File: config.mk
export PLATFORM = sky130hd
export DESIGN_NAME = pip_cross_unit
export DESIGN_NICKNAME = d
export VERILOG_FILES = /design/src/rtl/point_in_polygon_test_top_macros.svh /design/src/rtl/pip_pkg.sv /design/src/rtl/pip_cross_unit.sv
export SDC_FILE = /design/constraint.sdc
export NUM_CORES = 2
export LEC_CHECK = 0
export ABC_CLOCK_PERIOD_IN_PS = 15850
export CAP_MARGIN = 20
export CORE_ASPECT_RATIO = 1.75
export CORE_UTILIZATION = 43
export DETAILED_ROUTE_END_ITERATION = 16
export DONT_BUFFER_PORTS = 1
export PLACE_DENSITY = 0.59
export SETUP_SLACK_MARGIN = 0.15
export SLEW_MARGIN = 20
export SYNTH_ARGS = -nofsm -noshare
export SYNTH_HDL_FRONTEND = slang
export SYNTH_SLANG_ARGS = --single-unit
File: constraint.sdc
create_clock -name clk -period 15.85 [get_ports clk]
set_input_delay 2.3775 -clock clk [delete_from_list [all_inputs] [get_ports clk]]
set_output_delay 2.3775 -clock clk [all_outputs]
set_load 0.01 [all_outputs]
File: src/rtl/point_in_polygon_test_top_macros.svh
// Assertion macros for the point-in-polygon tester
`ifndef POINT_IN_POLYGON_TEST_TOP_MACROS_SVH
`define POINT_IN_POLYGON_TEST_TOP_MACROS_SVH

// Same-cycle implication, clocked on clk, off during rst
`define PIP_ASSERT_NOW(label, ante, cons, msg) \
  label: assert property (@(posedge clk) disable iff (rst) (ante) |-> (cons)) \
    else $error(msg);

// Next-cycle implication, clocked on clk, off during rst
`define PIP_ASSERT_NEXT(label, ante, cons, msg) \
  label: assert property (@(posedge clk) disable iff (rst) (ante) |=> (cons)) \
    else $error(msg);

`endif

File: src/rtl/pip_pkg.sv
// Shared types and constants for the point-in-polygon tester
`timescale 1ns / 1ps

package pip_pkg;

  localparam int COORD_WIDTH      = 32;
  localparam int MAX_VERTICES_DEF = 1024;
  localparam int CNT_OUT_W        = 11;
  localparam int REQ_W            = 2;
  localparam int STATUS_W         = 2;

  typedef enum logic [REQ_W-1:0] {
    REQ_CLEAR = 2'd0,
    REQ_ADD   = 2'd1,
    REQ_QUERY = 2'd2
  } req_code_t;

  typedef enum logic [STATUS_W-1:0] {
    ST_OK   = 2'd0,
    ST_FULL = 2'd1,
    ST_OPEN = 2'd2
  } status_t;

  // Operation select for the edge crossing unit
  typedef enum logic [2:0] {
    OP_IDLE,
    OP_PRIME,
    OP_LOAD,
    OP_MUL_A,
    OP_MUL_B
  } pip_op_t;

  typedef struct packed {
    logic [REQ_W-1:0]              req_type;
    logic signed [COORD_WIDTH-1:0] x_coord;
    logic signed [COORD_WIDTH-1:0] y_coord;
  } pip_req_t;

  typedef struct packed {
    logic                 inside_res;
    logic [CNT_OUT_W-1:0] crossing_count;
    logic [CNT_OUT_W-1:0] vertices_held;
    logic [STATUS_W-1:0]  status;
  } pip_res_t;

endpackage

File: src/rtl/pip_cross_unit.sv
// Edge crossing test: operand setup, one shared multiplier, exact product compare
`timescale 1ns / 1ps

module pip_cross_unit (
  input  logic                                 clk,
  input  pip_pkg::pip_op_t                     op,
  input  logic signed [pip_pkg::COORD_WIDTH-1:0] qx,
  input  logic signed [pip_pkg::COORD_WIDTH-1:0] qy,
  input  logic signed [pip_pkg::COORD_WIDTH-1:0] cur_x,
  input  logic signed [pip_pkg::COORD_WIDTH-1:0] cur_y,
  output logic                                 hit
);
  import pip_pkg::*;

  localparam int W = COORD_WIDTH;

  function automatic logic [W-1:0] mag_of(input logic signed [W:0] v);
    logic [W:0] n;
    n = v[W] ? -v : v;
    return n[W-1:0];
  endfunction

  logic signed [W-1:0] prev_x, prev_y;
  logic                straddle;
  logic                sa, sc, sd;
  logic [W-1:0]        ma, mb, mc, md;
  logic                na, nb;
  logic [2*W-1:0]      pa, pb;

  logic signed [W:0] dxq, dxe, dy, cy;
  logic [W-1:0]      mul_l, mul_r;
  logic [2*W-1:0]    prod;
  logic              less;

  // Edge runs from prev (x2,y2) to cur (x1,y1); differences need one extra bit
  assign dxq = (W+1)'(qx) - (W+1)'(prev_x);
  assign dxe = (W+1)'(cur_x) - (W+1)'(prev_x);
  assign dy  = (W+1)'(cur_y) - (W+1)'(prev_y);
  assign cy  = (W+1)'(qy) - (W+1)'(prev_y);

  assign mul_l = (op == OP_MUL_B) ? mc : ma;
  assign mul_r = (op == OP_MUL_B) ? md : mb;
  assign prod  = (2*W)'(mul_l) * (2*W)'(mul_r);

  always_ff @(posedge clk) begin
    unique case (op)
      OP_PRIME: begin
        prev_x <= cur_x;
        prev_y <= cur_y;
      end
      OP_LOAD: begin
        prev_x   <= cur_x;
        prev_y   <= cur_y;
        straddle <= (cur_y > qy) != (prev_y > qy);
        sa       <= dxq[W];
        ma       <= mag_of(dxq);
        // dy is made positive; its sign moves onto cy
        mb       <= mag_of(dy);
        sc       <= cy[W] ^ dy[W];
        mc       <= mag_of(cy);
        sd       <= dxe[W];
        md       <= mag_of(dxe);
      end
      OP_MUL_A: begin
        pa <= prod;
        na <= sa && (ma != '0) && (mb != '0);
      end
      OP_MUL_B: begin
        pb <= prod;
        nb <= (sc ^ sd) && (mc != '0) && (md != '0);
      end
      OP_IDLE: begin
      end
      default: begin
      end
    endcase
  end

  // (qx-x2)*|dy| < cy*sign(dy)*(x1-x2), products held as sign and magnitude
  always_comb begin
    if (na != nb) begin
      less = na;
    end else if (na) begin
      less = pa > pb;
    end else begin
      less = pa < pb;
    end
    hit = straddle && less;
  end

endmodule

==> results.tsv <==
stage	metric	value	unit
status	status	complete, no violations	
route	top routing layer in use	met4	
clocking	post-CTS resize count	0	
floorplan	I/O pin cnt	133	
clocking	H-tree levels	2	
route	final WL	190	mm
worst_setup_path	Crit. End Element	flip-flop	
synth	Async SR Flop Fraction	0	%
global_routing	largest net degree at the start of global routing	126	
global_routing	vias in the first global route	46800	
timing	Final Setup Violations	0	
worst_setup_path	critical path launch point type	primary input	
route	iteration-0 DRC count of the detailed router	2633	
global_routing	initial antenna violation count	3	
floorplan	die height	479	um
cells_and_area	NumNets Final	7399	
place	GPL Wtd Cong	1.07	
route	WL met2	98.7	mm
clocking	largest buffer count on any clock path	3	
synth	Post-Syn Area	55900	um2
synth	post-synth cell types	94	
synth	Cells after Synth	6007	
place	Area after DPL	57800	um2
timing	max-slew violations	0	
synth	register area share after synthesis	17.5	%
route	drt pass-1 iters	5	
synth	Yosys top cell area share	32.3	%
clocking	CTS tree	yes	
route	Met3 Wirelength	12.1	mm
floorplan	Die X	274	um
worst_setup_path	CP Data Required Time	16.18	ns
synth	Syn Nets	7531	
floorplan	CORE AREA	129000	um2
cells_and_area	Area Overhead vs Synth	5.64	%
route	Vias	43500	
clocking	CTS clock-pin slew for the worst setup and hold paths	0.07	ns
synth	Syn Area/Cell	9.30	um2
synth	Post-synth top flop	edfxtp_1	
run	Max Cap Violations	0	
timing	Clock Skew	0.0423	ns
floorplan	num rows	174	
route	wire per inst	25.1	um
clocking	Setup Buffers After CTS	0	
timing	RSZ-0062 raised after global routing	no	
global_routing	total grt overflow	0	
cells_and_area	layout cell share with drive strength beyond 1	4.93	%
clocking	CTS buffer count	35	
worst_setup_path	Critical Path Fanout Max	125	
timing	Slew HR	29.2	%
route	vias per inst	5.73	
timing	fmax	84.5	MHz
clocking	clock sinks	326	
timing	Final Hold Viols	0	
clocking	# hold bufs at CTS	0	
synth	Post-synth EDFFs	326	
clocking	root buffer cell	clkbuf_16	
timing	Sum Neg Setup Slack	0	ns
synth	Synth area leader	fa_1	
worst_setup_path	WS Path Type	primary input to flip-flop	
clocking	clock latency on the worst-skew pair	0.63	ns
global_routing	Total Routing Usage GR	29.5	%
route	ANT nets after route	0	
synth	yosys warns	0	
timing	Least-Margin Pin Slew	1.04	ns
worst_setup_path	crit-path most repeated cell	fa_1	
cells_and_area	Final Instance Area	59000	um2
route	met1 WL	60.1	mm
global_routing	first-pass GRT wire length	283	mm
timing	post-layout min period	11.84	ns
worst_hold_path	Worst Hold Class	flip-flop to flip-flop	
timing	fin crit share	74.7	%
worst_setup_path	Buf+Inv Stages, Crit Path	3	
synth	Yosys reg bits	326	
floorplan	Initial Util	43.4	%
synth	main area contributors after synthesis	fa_1, edfxtp_1, ha_1	
floorplan	die area	131000	um2
worst_setup_path	crit-path max cell delay	0.98	ns
worst_setup_path	Crit path max-delay family	adder cells	
route	DRC violations left	0	
place	Detailed Place HPWL	156	mm
worst_setup_path	Critical-path top delay cell	mux2i_4	
place	IO Port Bufs	0	
worst_setup_path	crit path DAT	12.17	ns
-- sequential cells by signal, indices dropped and copies added, names as in the netlist, 32 cells and up --
register and cells:
ma 32, md 32, prev_x 32, pb 64
mc 32, pa 64, mb 32, prev_y 32
-- kinds of logic after synthesis --
group	count (synthesis)	synth area share (%)
flops	326	17.5
buf+inv	1298	8.76
fa+ha+maj	1392	43.3
xor+xnor	276	4.33
simple gates	1772	13.9
mux	140	2.66
compound gates	803	9.50
-- worst min-delay path: cells and delay by family, from the launching register on --
family     cells  cell delay, ns
buf+inv        1            0.06
flops          1            0.37
fa+ha+maj      1            0.22
-- path summary, 6_finish.rpt --
kind | startpoint | endpoint | slack, ns | cells after the start
worst max-delay path | op[0] | pb[61] | 4.01 | 26
worst min-delay path | prev_x[0] | ma[0] | 0.82 | 2
worst max register to register | mb[2] | pb[63] | 6.27 | 25
worst min register to register | prev_x[0] | ma[0] | 0.82 | 2
-- routing by layer --
metal  vias to the layer above  track usage [%]
li1                      19200                -
met1                     21700             28.0
met2                      1786             54.0
met3                       756             5.56
met4                         0             24.6
met5                         -                0
-- cells in the final DEF (no fill, tap or decap), types with 27 or more instances in the layout --
master	Yosys	final
inv_1	1058	1058
fa_1	900	900
nor2_1	755	754
nand2_1	576	576
ha_1	492	492
edfxtp_1	326	326
a21oi_1	226	226
xnor2_1	190	190
a21o_1	134	134
o21ai_0	120	120
xor2_1	86	86
buf_4	0	69
mux2_2	68	68
nand4_1	60	60
nand3_1	59	59
nor4_1	48	48
nand2b_1	40	40
a31oi_1	40	40
nor3_1	38	38
and3_1	37	37
mux2i_2	0	36
o21a_1	36	36
clkbuf_16	0	36
nor2b_1	30	30
mux2i_1	71	27
-- area by class of cell --
| class | count | area, um2 |
|---|---|---|
| antenna | 4 | 10.0 |
| clock buffer | 40 | 916 |
| clock inverter | 23 | 250 |
| fill | 12400 | 69700 |
| inverter | 1059 | 3980 |
| multi-input combinational | 4383 | 41400 |
| sequential | 326 | 9790 |
| tap | 1672 | 2090 |
| timing repair buffer | 70 | 538 |
-- per-stage QoR --
step	hold WS, ns	instances	setup slack (ns)	util, %
floorplan	0.537	6007	3.07	-
global placement	0.800	7509	3.46	44.9
detailed placement	0.796	7510	3.35	44.9
CTS	0.812	7573	3.98	45.8
global route	0.853	7574	3.88	45.9
finish	0.816	7577	4.01	45.9
-- Yosys cell counts (30+ instances only) --
| master | number |
|---|---|
| clkbuf_1 | 210 |
| nor4_1 | 48 |
| a21o_1 | 134 |
| edfxtp_1 | 326 |
| nand2_1 | 576 |
| a21oi_1 | 226 |
| nand2b_1 | 40 |
| xor2_1 | 86 |
| nor2b_1 | 30 |
| a31oi_1 | 40 |
| nor3_1 | 38 |
| mux2_2 | 68 |
| ha_1 | 492 |
| fa_1 | 900 |
| o21a_1 | 36 |
| and3_1 | 37 |
| xnor2_1 | 190 |
| inv_1 | 1058 |
| nand3_1 | 59 |
| nor2_1 | 755 |
| nand4_1 | 60 |
| o21ai_0 | 120 |
| mux2i_1 | 71 |
Power is not shown: default switching activity piles up to over one toggle a cycle in this logic, so the estimate is an artifact.
